<file path="src/rtl/core/lcdws_pkg.sv">
// ============================================================================
// Character LCD text window scroller: shared package
// Holds the item types, the line buffer control types and the display
// command constants used by the control sequencer and the buffer cells.
// ============================================================================
package lcdws_pkg;

    // Number of characters on one display line and in the scroll buffer.
    localparam int LINE_WIDTH = 16;

    // Fill count holds 0..LINE_WIDTH, the rotation counter 0..LINE_WIDTH-1.
    localparam int FILL_W = $clog2(LINE_WIDTH + 1);
    localparam int IDX_W  = $clog2(LINE_WIDTH);

    localparam logic [FILL_W-1:0] FILL_MAX = FILL_W'(LINE_WIDTH);
    localparam logic [IDX_W-1:0]  ROT_LAST = IDX_W'(LINE_WIDTH - 1);
    // Column bound widened so that line widths beyond the 5-bit column fit.
    localparam logic [6:0]        COL_LIMIT = 7'(LINE_WIDTH);

    // Opcodes of an input item.
    localparam logic [2:0] OP_WIN_PRINT    = 3'd0;
    localparam logic [2:0] OP_SCROLL_PRINT = 3'd1;
    localparam logic [2:0] OP_CLR_DISPLAY  = 3'd2;
    localparam logic [2:0] OP_SET_CURSOR   = 3'd3;
    localparam logic [2:0] OP_CLR_BUFFER   = 3'd4;

    // Display command constants.
    localparam logic [7:0] CMD_ROW1_BASE = 8'h80;
    localparam logic [7:0] CMD_ROW2_BASE = 8'hC0;
    localparam logic [3:0] CLR_NIB_HI    = 4'h0;
    localparam logic [3:0] CLR_NIB_LO    = 4'h1;
    localparam logic [7:0] CHAR_SPACE    = 8'd32;
    localparam logic [7:0] CHAR_NUL      = 8'd0;

    localparam logic [1:0] ROW_ONE = 2'd1;
    localparam logic [1:0] ROW_TWO = 2'd2;
    localparam logic [1:0] ROW_OVF = 2'd3;
    localparam logic [4:0] COL_ONE = 5'd1;

    typedef struct packed {
        logic [2:0] opcode;
        logic [7:0] char_value;
        logic [1:0] cursor_row;
        logic [4:0] cursor_col;
    } lcdws_in_t;

    typedef struct packed {
        logic [3:0] nibble;
        logic       is_data;
        logic       last;
    } lcdws_out_t;

    // Command shared by every buffer cell.
    typedef struct packed {
        logic       clear;    // load a space
        logic       shift;    // take the right-hand neighbor's character
        logic [7:0] wr_data;  // character written by a selected cell
    } cell_ctrl_t;

    // Everything the sequencer drives into the cell row.
    typedef struct packed {
        cell_ctrl_t            common;
        logic [LINE_WIDTH-1:0] wr_sel;     // one-hot write select
        logic [7:0]            tail_data;  // enters the last cell on a shift
    } buf_ctrl_t;

endpackage

</file>
<file path="src/rtl/core/char_lcd_text_window_scroller.sv">
// ============================================================================
// Character LCD text window scroller: top level
// Turns print, cursor and clear requests into nibble writes for a two-row
// character display on a 4-bit bus.
// ============================================================================
// Each input item carries an opcode (window print, scroll print, clear
// display, set cursor, clear scroll buffer) and the result channel gives the
// nibble writes the display needs, high nibble first, each flagged as command
// or character data, with last set on the final nibble of the item. Items
// that produce nothing (clear scroll buffer, unknown opcodes) finish in the
// cycle they are accepted. A window print gives 2, 4 or 6 nibble writes, set
// cursor and clear display give 2. A scroll print updates the line buffer
// when it is accepted, then gives the 2 nibbles of the cursor command and 2
// per buffered character, so up to 34 writes for a full line of 16. The line
// buffer is a row of character cells that rotates one position for every
// character sent; after the last character the row keeps rotating, one cell
// a cycle without output, until a full revolution of LINE_WIDTH steps puts
// it back in line order, and only then is the next item accepted. Results
// are held in an output register, so a new item can be taken while the
// previous final nibble still waits for the sink.
module char_lcd_text_window_scroller import lcdws_pkg::*; (
    input  logic       aclk,
    input  logic       aresetn,
    input  logic       s_valid,
    output logic       s_ready,
    input  lcdws_in_t  s_item,
    output logic       m_valid,
    input  logic       m_ready,
    output lcdws_out_t m_item
);

    buf_ctrl_t  buf_ctrl;
    logic [7:0] cell_q [LINE_WIDTH];

    // The sequencer reads the head of the row for output and the next cell
    // to decide whether the current character is the last one to send.
    lcdws_ctrl u_ctrl (
        .aclk      (aclk),
        .aresetn   (aresetn),
        .s_valid   (s_valid),
        .s_ready   (s_ready),
        .s_item    (s_item),
        .m_valid   (m_valid),
        .m_ready   (m_ready),
        .m_item    (m_item),
        .head_char (cell_q[0]),
        .next_char (cell_q[1]),
        .buf_ctrl  (buf_ctrl)
    );

    // Cell 0 is the start of the line. On a shift every cell takes its right
    // neighbor; the last cell takes either the new character (scroll insert)
    // or the head character (rotation during sending).
    for (genvar i = 0; i < LINE_WIDTH; i++) begin : g_cell
        logic [7:0] right_char;

        if (i == LINE_WIDTH - 1) begin : g_tail
            assign right_char = buf_ctrl.tail_data;
        end else begin : g_body
            assign right_char = cell_q[i+1];
        end

        lcdws_cell u_cell (
            .aclk       (aclk),
            .aresetn    (aresetn),
            .ctrl       (buf_ctrl.common),
            .wr_en      (buf_ctrl.wr_sel[i]),
            .right_char (right_char),
            .char_q     (cell_q[i])
        );
    end

endmodule

</file>
<file path="src/rtl/core/lcdws_cell.sv">
// ============================================================================
// Character LCD text window scroller: line buffer cell
// Holds one character of the scroll line; on command it loads a space, takes
// a written character or shifts it toward the head of the row.
// ============================================================================
module lcdws_cell import lcdws_pkg::*; (
    input  logic       aclk,
    input  logic       aresetn,
    input  cell_ctrl_t ctrl,
    input  logic       wr_en,
    input  logic [7:0] right_char,
    output logic [7:0] char_q
);

    logic [7:0] char_reg;
    logic [7:0] char_next;

    always_comb begin
        char_next = char_reg;
        if (ctrl.clear) begin
            char_next = CHAR_SPACE;
        end else if (ctrl.shift) begin
            char_next = right_char;
        end else if (wr_en) begin
            char_next = ctrl.wr_data;
        end
    end

    always_ff @(posedge aclk) begin
        if (!aresetn) begin
            char_reg <= CHAR_SPACE;
        end else begin
            char_reg <= char_next;
        end
    end

    assign char_q = char_reg;

endmodule

</file>
<file path="src/rtl/core/lcdws_ctrl.sv">
// ============================================================================
// Character LCD text window scroller: control sequencer
// Decodes each item, tracks the cursor position and the buffer fill, steps
// through the nibble writes and drives the output register and the cells.
// ============================================================================
module lcdws_ctrl import lcdws_pkg::*; (
    input  logic       aclk,
    input  logic       aresetn,
    input  logic       s_valid,
    output logic       s_ready,
    input  lcdws_in_t  s_item,
    output logic       m_valid,
    input  logic       m_ready,
    output lcdws_out_t m_item,
    input  logic [7:0] head_char,
    input  logic [7:0] next_char,
    output buf_ctrl_t  buf_ctrl
);

    typedef enum logic [3:0] {
        ST_IDLE,
        ST_CLR_HI,
        ST_CLR_LO,
        ST_CUR_HI,
        ST_CUR_LO,
        ST_CHR_HI,
        ST_CHR_LO,
        ST_BUF_HI,
        ST_BUF_LO,
        ST_ROT
    } state_t;

    typedef enum logic [1:0] {
        KIND_WINDOW,
        KIND_SCROLL,
        KIND_CLEAR,
        KIND_CURSOR
    } kind_t;

    state_t            state_reg,       state_next;
    kind_t             kind_reg,        kind_next;
    logic [1:0]        tracked_row_reg, tracked_row_next;
    logic [4:0]        tracked_col_reg, tracked_col_next;
    logic [FILL_W-1:0] fill_cnt_reg,    fill_cnt_next;
    logic [IDX_W-1:0]  rot_cnt_reg,     rot_cnt_next;
    logic [7:0]        addr_reg,        addr_next;
    logic [7:0]        char_reg,        char_next;
    logic              m_valid_reg,     m_valid_next;
    lcdws_out_t        m_item_reg,      m_item_next;

    logic       accept;
    logic       emit_ok;
    logic       emit;
    logic [3:0] emit_nib;
    logic       emit_data;
    logic       emit_last;
    logic [4:0] col_inc;
    logic [1:0] row_inc;
    logic [7:0] row_base;
    logic       rot_fin;
    logic       buf_stop;

    assign s_ready = (state_reg == ST_IDLE);
    assign accept  = s_valid && s_ready;
    assign emit_ok = !m_valid_reg || m_ready;

    always_comb begin
        state_next       = state_reg;
        kind_next        = kind_reg;
        tracked_row_next = tracked_row_reg;
        tracked_col_next = tracked_col_reg;
        fill_cnt_next    = fill_cnt_reg;
        rot_cnt_next     = rot_cnt_reg;
        addr_next        = addr_reg;
        char_next        = char_reg;

        emit      = 1'b0;
        emit_nib  = 4'h0;
        emit_data = 1'b0;
        emit_last = 1'b0;

        col_inc  = tracked_col_reg + 5'd1;
        row_inc  = tracked_row_reg + 2'd1;
        row_base = (s_item.cursor_row == ROW_ONE) ? CMD_ROW1_BASE : CMD_ROW2_BASE;
        rot_fin  = (rot_cnt_reg == ROT_LAST);
        buf_stop = rot_fin || (next_char == CHAR_NUL);

        buf_ctrl.common.clear   = 1'b0;
        buf_ctrl.common.shift   = 1'b0;
        buf_ctrl.common.wr_data = s_item.char_value;
        buf_ctrl.wr_sel         = '0;
        buf_ctrl.tail_data      = head_char;

        case (state_reg)
            ST_IDLE: begin
                if (accept) begin
                    case (s_item.opcode)
                        OP_WIN_PRINT: begin
                            kind_next = KIND_WINDOW;
                            char_next = s_item.char_value;
                            if ({2'b00, col_inc} > COL_LIMIT) begin
                                // Column ran off the line: wrap to the next row,
                                // clearing the display after the second row.
                                if (row_inc == ROW_OVF) begin
                                    row_inc    = ROW_ONE;
                                    state_next = ST_CLR_HI;
                                end else begin
                                    state_next = ST_CUR_HI;
                                end
                                tracked_row_next = row_inc;
                                tracked_col_next = COL_ONE;
                                addr_next = (row_inc == ROW_ONE) ? CMD_ROW1_BASE
                                                                 : CMD_ROW2_BASE;
                            end else begin
                                tracked_col_next = col_inc;
                                state_next       = ST_CHR_HI;
                            end
                        end
                        OP_SCROLL_PRINT: begin
                            kind_next        = KIND_SCROLL;
                            addr_next        = CMD_ROW2_BASE;
                            tracked_row_next = ROW_TWO;
                            tracked_col_next = COL_ONE;
                            state_next       = ST_CUR_HI;
                            if (fill_cnt_reg < FILL_MAX) begin
                                for (int i = 0; i < LINE_WIDTH; i++) begin
                                    buf_ctrl.wr_sel[i] = (fill_cnt_reg == FILL_W'(i));
                                end
                                fill_cnt_next = fill_cnt_reg + FILL_W'(1);
                            end else begin
                                buf_ctrl.common.shift = 1'b1;
                                buf_ctrl.tail_data    = s_item.char_value;
                            end
                        end
                        OP_CLR_DISPLAY: begin
                            kind_next        = KIND_CLEAR;
                            tracked_row_next = ROW_ONE;
                            tracked_col_next = COL_ONE;
                            state_next       = ST_CLR_HI;
                        end
                        OP_SET_CURSOR: begin
                            kind_next        = KIND_CURSOR;
                            addr_next        = row_base + {3'b000, s_item.cursor_col}
                                               - 8'd1;
                            tracked_row_next = s_item.cursor_row;
                            tracked_col_next = s_item.cursor_col;
                            state_next       = ST_CUR_HI;
                        end
                        OP_CLR_BUFFER: begin
                            buf_ctrl.common.clear = 1'b1;
                            fill_cnt_next         = '0;
                        end
                        default: begin
                        end
                    endcase
                end
            end
            ST_CLR_HI: begin
                if (emit_ok) begin
                    emit       = 1'b1;
                    emit_nib   = CLR_NIB_HI;
                    state_next = ST_CLR_LO;
                end
            end
            ST_CLR_LO: begin
                if (emit_ok) begin
                    emit       = 1'b1;
                    emit_nib   = CLR_NIB_LO;
                    emit_last  = (kind_reg == KIND_CLEAR);
                    state_next = (kind_reg == KIND_CLEAR) ? ST_IDLE : ST_CUR_HI;
                end
            end
            ST_CUR_HI: begin
                if (emit_ok) begin
                    emit       = 1'b1;
                    emit_nib   = addr_reg[7:4];
                    state_next = ST_CUR_LO;
                end
            end
            ST_CUR_LO: begin
                if (emit_ok) begin
                    emit     = 1'b1;
                    emit_nib = addr_reg[3:0];
                    case (kind_reg)
                        KIND_WINDOW: begin
                            state_next = ST_CHR_HI;
                        end
                        KIND_SCROLL: begin
                            if (head_char == CHAR_NUL) begin
                                emit_last  = 1'b1;
                                state_next = ST_ROT;
                            end else begin
                                state_next = ST_BUF_HI;
                            end
                        end
                        default: begin
                            emit_last  = 1'b1;
                            state_next = ST_IDLE;
                        end
                    endcase
                end
            end
            ST_CHR_HI: begin
                if (emit_ok) begin
                    emit       = 1'b1;
                    emit_nib   = char_reg[7:4];
                    emit_data  = 1'b1;
                    state_next = ST_CHR_LO;
                end
            end
            ST_CHR_LO: begin
                if (emit_ok) begin
                    emit       = 1'b1;
                    emit_nib   = char_reg[3:0];
                    emit_data  = 1'b1;
                    emit_last  = 1'b1;
                    state_next = ST_IDLE;
                end
            end
            ST_BUF_HI: begin
                if (emit_ok) begin
                    emit       = 1'b1;
                    emit_nib   = head_char[7:4];
                    emit_data  = 1'b1;
                    state_next = ST_BUF_LO;
                end
            end
            ST_BUF_LO: begin
                if (emit_ok) begin
                    emit                  = 1'b1;
                    emit_nib              = head_char[3:0];
                    emit_data             = 1'b1;
                    emit_last             = buf_stop;
                    buf_ctrl.common.shift = 1'b1;
                    rot_cnt_next          = rot_fin ? '0 : rot_cnt_reg + IDX_W'(1);
                    if (rot_fin) begin
                        state_next = ST_IDLE;
                    end else if (buf_stop) begin
                        state_next = ST_ROT;
                    end else begin
                        state_next = ST_BUF_HI;
                    end
                end
            end
            ST_ROT: begin
                // Finish the revolution so the buffer is back in line order.
                buf_ctrl.common.shift = 1'b1;
                if (rot_fin) begin
                    rot_cnt_next = '0;
                    state_next   = ST_IDLE;
                end else begin
                    rot_cnt_next = rot_cnt_reg + IDX_W'(1);
                end
            end
            default: begin
                state_next = ST_IDLE;
            end
        endcase

        if (emit) begin
            m_valid_next        = 1'b1;
            m_item_next.nibble  = emit_nib;
            m_item_next.is_data = emit_data;
            m_item_next.last    = emit_last;
        end else begin
            m_valid_next = m_valid_reg && !m_ready;
            m_item_next  = m_item_reg;
        end
    end

    always_ff @(posedge aclk) begin
        if (!aresetn) begin
            state_reg       <= ST_IDLE;
            kind_reg        <= KIND_WINDOW;
            tracked_row_reg <= ROW_ONE;
            tracked_col_reg <= COL_ONE;
            fill_cnt_reg    <= '0;
            rot_cnt_reg     <= '0;
            addr_reg        <= CMD_ROW1_BASE;
            char_reg        <= CHAR_SPACE;
            m_valid_reg     <= 1'b0;
            m_item_reg      <= '0;
        end else begin
            state_reg       <= state_next;
            kind_reg        <= kind_next;
            tracked_row_reg <= tracked_row_next;
            tracked_col_reg <= tracked_col_next;
            fill_cnt_reg    <= fill_cnt_next;
            rot_cnt_reg     <= rot_cnt_next;
            addr_reg        <= addr_next;
            char_reg        <= char_next;
            m_valid_reg     <= m_valid_next;
            m_item_reg      <= m_item_next;
        end
    end

    assign m_valid = m_valid_reg;
    assign m_item  = m_item_reg;

    a_fill_bound: assert property (@(posedge aclk) disable iff (!aresetn)
        fill_cnt_reg <= FILL_MAX)
        else $error("scroll buffer fill count beyond line width");

    a_rot_idle: assert property (@(posedge aclk) disable iff (!aresetn)
        state_reg == ST_IDLE |-> rot_cnt_reg == '0)
        else $error("buffer rotation left unfinished");

    a_scroll_cursor: assert property (@(posedge aclk) disable iff (!aresetn)
        accept && s_item.opcode == OP_SCROLL_PRINT |=>
        tracked_row_reg == ROW_TWO && tracked_col_reg == COL_ONE
        && state_reg == ST_CUR_HI)
        else $error("scroll print did not move cursor to second row");

    a_last_ends: assert property (@(posedge aclk) disable iff (!aresetn)
        emit && emit_last |=> state_reg == ST_IDLE || state_reg == ST_ROT)
        else $error("sequencer kept emitting after the final nibble");

    a_win_start: assert property (@(posedge aclk) disable iff (!aresetn)
        accept && s_item.opcode == OP_WIN_PRINT |=>
        state_reg == ST_CLR_HI || state_reg == ST_CUR_HI || state_reg == ST_CHR_HI)
        else $error("window print took an unexpected path");

endmodule

</file>
<file path="config.mk">
export PLATFORM = sky130hd
export DESIGN_NAME = char_lcd_text_window_scroller
export DESIGN_NICKNAME = d
export VERILOG_FILES = /design/src/rtl/core/lcdws_pkg.sv /design/src/rtl/core/char_lcd_text_window_scroller.sv /design/src/rtl/core/lcdws_cell.sv /design/src/rtl/core/lcdws_ctrl.sv
export SDC_FILE = /design/constraint.sdc
export NUM_CORES = 1
export LEC_CHECK = 0
export BUFFER_PORTS_ARGS = -buffer_cell sky130_fd_sc_hd__buf_4
export CAP_MARGIN = 5
export CORE_MARGIN = 2
export CORE_UTILIZATION = 45
export CTS_CLUSTER_SIZE = 24
export DETAILED_ROUTE_END_ITERATION = 12
export PLACE_DENSITY = 0.67
export SKIP_CTS_REPAIR_TIMING = 1
export SYNTH_ARGS = -nofsm -noshare
export SYNTH_HDL_FRONTEND = slang
export SYNTH_SLANG_ARGS = --single-unit
</file>
<file path="constraint.sdc">
create_clock -name aclk -period 7.15 [get_ports aclk]
set_input_delay 1.0725 -clock aclk [delete_from_list [all_inputs] [get_ports aclk]]
set_output_delay 1.0725 -clock aclk [all_outputs]
set_load 0.05 [all_outputs]
</file>
==> reports/qor.log <==
[outcome] result of the run completed
[finish] post-layout util 50.4%
[pwr] Lkg Pwr 3.03 nW
[sta] total of endpoints with negative setup slack in the final report 0
[sta] Hold Violations, Final 0
[synthesis] Async SR Flop Fraction 0%
[synthesis] commonest cells in the netlist dfxtp_1, mux2i_1, a21oi_1
[synthesis] count of flip-flops with a built-in enable after synthesis 0
[worst_setup_path] Worst Setup EP g_cell[6].u_cell.char_q[5]
[finish] layout cell share with drive strength beyond 1 9.93%
[job] number of max-cap violations 0
[clock_tree] Worst-path clk slew 0.06 ns
[placed_design] placed wire-length estimate 12500 µm
[global_routing] layer with the highest usage met2
[worst_setup_path] critical path endpoint category flop
[global_routing] wire length of the first global-routing pass 32400 µm
[global_routing] number of global-route vias before repair 6238
[placed_design] final weighted congestion of routability-driven global placement 0.815
[sta] slew margin rel. 32.8%
[global_routing] number of antenna violations at the first check in global routing 0
[route] first-pass iteration count of the detailed router 5
[synthesis] number of warnings issued by yosys 0
[global_routing] overflow left after global routing 0
[route] total wire length 19500 µm
[sta] Worst Max-Slew Pin Slew 1.00 ns
[route] starting DRC count in detailed routing 426
[synthesis] main flop type after synthesis dfxtp_1
[synthesis] post-synthesis cell count 951
[synthesis] Synth Cell Area 8400 µm²
[finish] number of nets in the layout 955
[sta] Clock Skews 0.0108 ns
[synthesis] total nets after synthesis 981
[die] die extent in x 141 µm
[placed_design] placed cells 1135
[clock_tree] number of buffers created by CTS 17
[synthesis] average cell area after synthesis 8.83 µm²
[placed_design] count of buffers inserted at the top-level ports 29
[global_routing] overall global routing resource usage 20.0%
[sta] post-layout min period 3.75 ns
[worst_setup_path] Worst Path Max Fanout 100
[finish] total inserted antenna cells 0
[finish] post-layout instance count excluding filler cells 1166
[die] overall die area 19800 µm²
[sta] number of pins with negative max-slew slack in the final report 0
[sta] maximum clock frequency 266 MHz
[clock_tree] clock latency reported for the late side of the worst-skew pair 0.42 ns
[global_routing] met1 track demand over resource in global routing 27.8%
[die] overall die height 141 µm
[die] area of the core region 18100 µm²
[route] count of unresolved DRC violations after routing 0
[global_routing] met3 routing resource usage after global routing 3.77%
[worst_setup_path] critical path data arrival time 4.10 ns
[global_routing] pin count of the biggest net entering global routing 113
[die] Placement Rows 49
[clock_tree] CTS sink count 173
[clock_tree] TritonCTS clock tree done
[clock_tree] clock tree buffer depth 2
[global_routing] Global Route met2 Usage 31.7%
[worst_setup_path] startpoint-to-endpoint class of the critical path input pin to flop
[worst_setup_path] worst endpoint required time 7.49 ns
[die] effective utilization at floorplan 46.3%
[synthesis] sequential element share of the synthesized area 41.3%
[worst_setup_path] setup slack of the worst register-to-register path 3.83 ns
[worst_setup_path] CP Launch Type input pin
[route] Vias per Instance 5.78
[worst_setup_path] Worst R2R Start u_ctrl.state_reg[0]
[route] total via count after detailed routing 6739
[pwr] worst supply voltage drop on vdd 0.202 mV
[route] mean routed wirelength per cell 16.7 µm
[sta] final sum of negative setup slack 0 ns
[finish] layout overhead on the synthesized area 8.84%
[clock_tree] H-tree depth 4
[worst_setup_path] cells on worst reg2reg path 7
[pwr] power density of the placed cells 252 nW/µm²
[worst_setup_path] Crit Reg-Reg Endpoint g_cell[6].u_cell.char_q[5]
[synthesis] Distinct cells, synth 64
[route] number of nets with antenna violations after detailed routing 0
[synthesis] most frequent cell after synthesis dfxtp_1
[worst_setup_path] source of the critical timing path m_ready
[finish] Largest register FFs 128
[clock_tree] CTS root buffer clkbuf_16
[sta] RSZ-0062 raised after global routing false
[die] IO Pins 30
[sta] ratio of final minimum period to clock period 52.5%
[synthesis] top-area cell type share of the netlist area 41.3%
[min_path] worst hold path class flop to flop
[synthesis] post-synthesis sequential element count 173
[synthesis] biggest area consumer among synthesized cells dfxtp_1
[synthesis] Synth area leaders dfxtp_1, mux2i_1, a21oi_1
[cell families (layout without fill, tap and decap cells)]
kind of cell	Yosys count	after routing	share of synthesized area (%)
AOI/OAI and AO/OA	336	336	22.7
xor gates and xnor gates	6	6	0.626
adders and majority gates	8	8	1.19
buffers and inverters	91	77	4.59
DFF	173	173	41.3
muxes	142	142	16.9
and+or+nand+nor	195	195	12.7
[power by group]
part,internal (mW),switching [mW]
clock,0.446,0.391
sequential,0.997,0.0436
combinational,0.149,0.282
total,1.59,0.716
[worst max-delay path, cell delays in order]
cell,delay [ns]
buf_4,0.11
nand2b_1,0.29
o21ai_1,0.85
o31a_2,0.30
buf_4,0.64
nand2b_1,0.60
a2bb2oi_1,0.21
[area by class of cell]
cell class              count  area [µm²]
well taps                 229         287
multi-input cells         687        4560
repair buffers             34         255
clock inverters            12        90.1
flip-flops and latches    173        3460
fillers                  1731        9010
inverters                  12        46.3
clock buffers              19         433
[layer usage]
metal,wire length (µm),up-vias
met5,0,-
met4,387,0
met3,620,26
met2,9020,114
met1,9460,3188
li1,-,3411
[cell usage in the layout (no fill, tap or decap), drive strengths merged, types with 3 or more instances in the layout]
cell type / n
ha: 8
and2: 5
nor4: 6
xnor2: 3
nor3b: 5
and3: 4
a211oi: 8
buf: 34
o31a: 4
nand3: 20
mux2i: 141
dfxtp: 173
or3: 4
or4: 3
nor2: 46
a31oi: 6
xor2: 3
clkinv: 9
inv: 13
clkbuf: 19
nand2: 53
nor3: 10
o21a: 3
nand4b: 3
o22ai: 4
a22o: 5
nand2b: 12
a2bb2oi: 16
nor2b: 13
a21oi: 136
o21ai: 131
a221oi: 4
nand4: 5
[per-stage QoR]
step           total power [mW]  area (µm²)  setup WS [ns]  hold WS [ns]
2_1_floorplan              1.39        8400           4.43         0.431
3_3_place_gp               1.49        8610           3.11         0.441
3_5_place_dp               1.49        8610           3.02         0.450
4_1_cts                    2.32        9140           3.45         0.458
5_1_grt                    2.42        9140           3.10         0.479
6_report                   2.31        9140           3.40         0.456
[how the worst min path moves through the flow]
| stage | startpoint | endpoint | slack [ns] | depth (start not counted) |
|---|---|---|---|---|
| 6_report | u_ctrl.char_reg[1] | u_ctrl.char_reg[1] | 0.46 | 2 |
| 2_1_floorplan | u_ctrl.char_reg[0] | u_ctrl.char_reg[0] | 0.43 | 2 |
| 3_5_place_dp | u_ctrl.char_reg[1] | u_ctrl.char_reg[1] | 0.45 | 2 |
| 3_3_place_gp | u_ctrl.char_reg[0] | u_ctrl.char_reg[0] | 0.44 | 2 |
| 5_1_grt | u_ctrl.addr_reg[2] | u_ctrl.addr_reg[2] | 0.48 | 2 |
| 4_1_cts | u_ctrl.char_reg[1] | u_ctrl.char_reg[1] | 0.46 | 2 |
No activity file was read; power rests on OpenSTA's default activity.
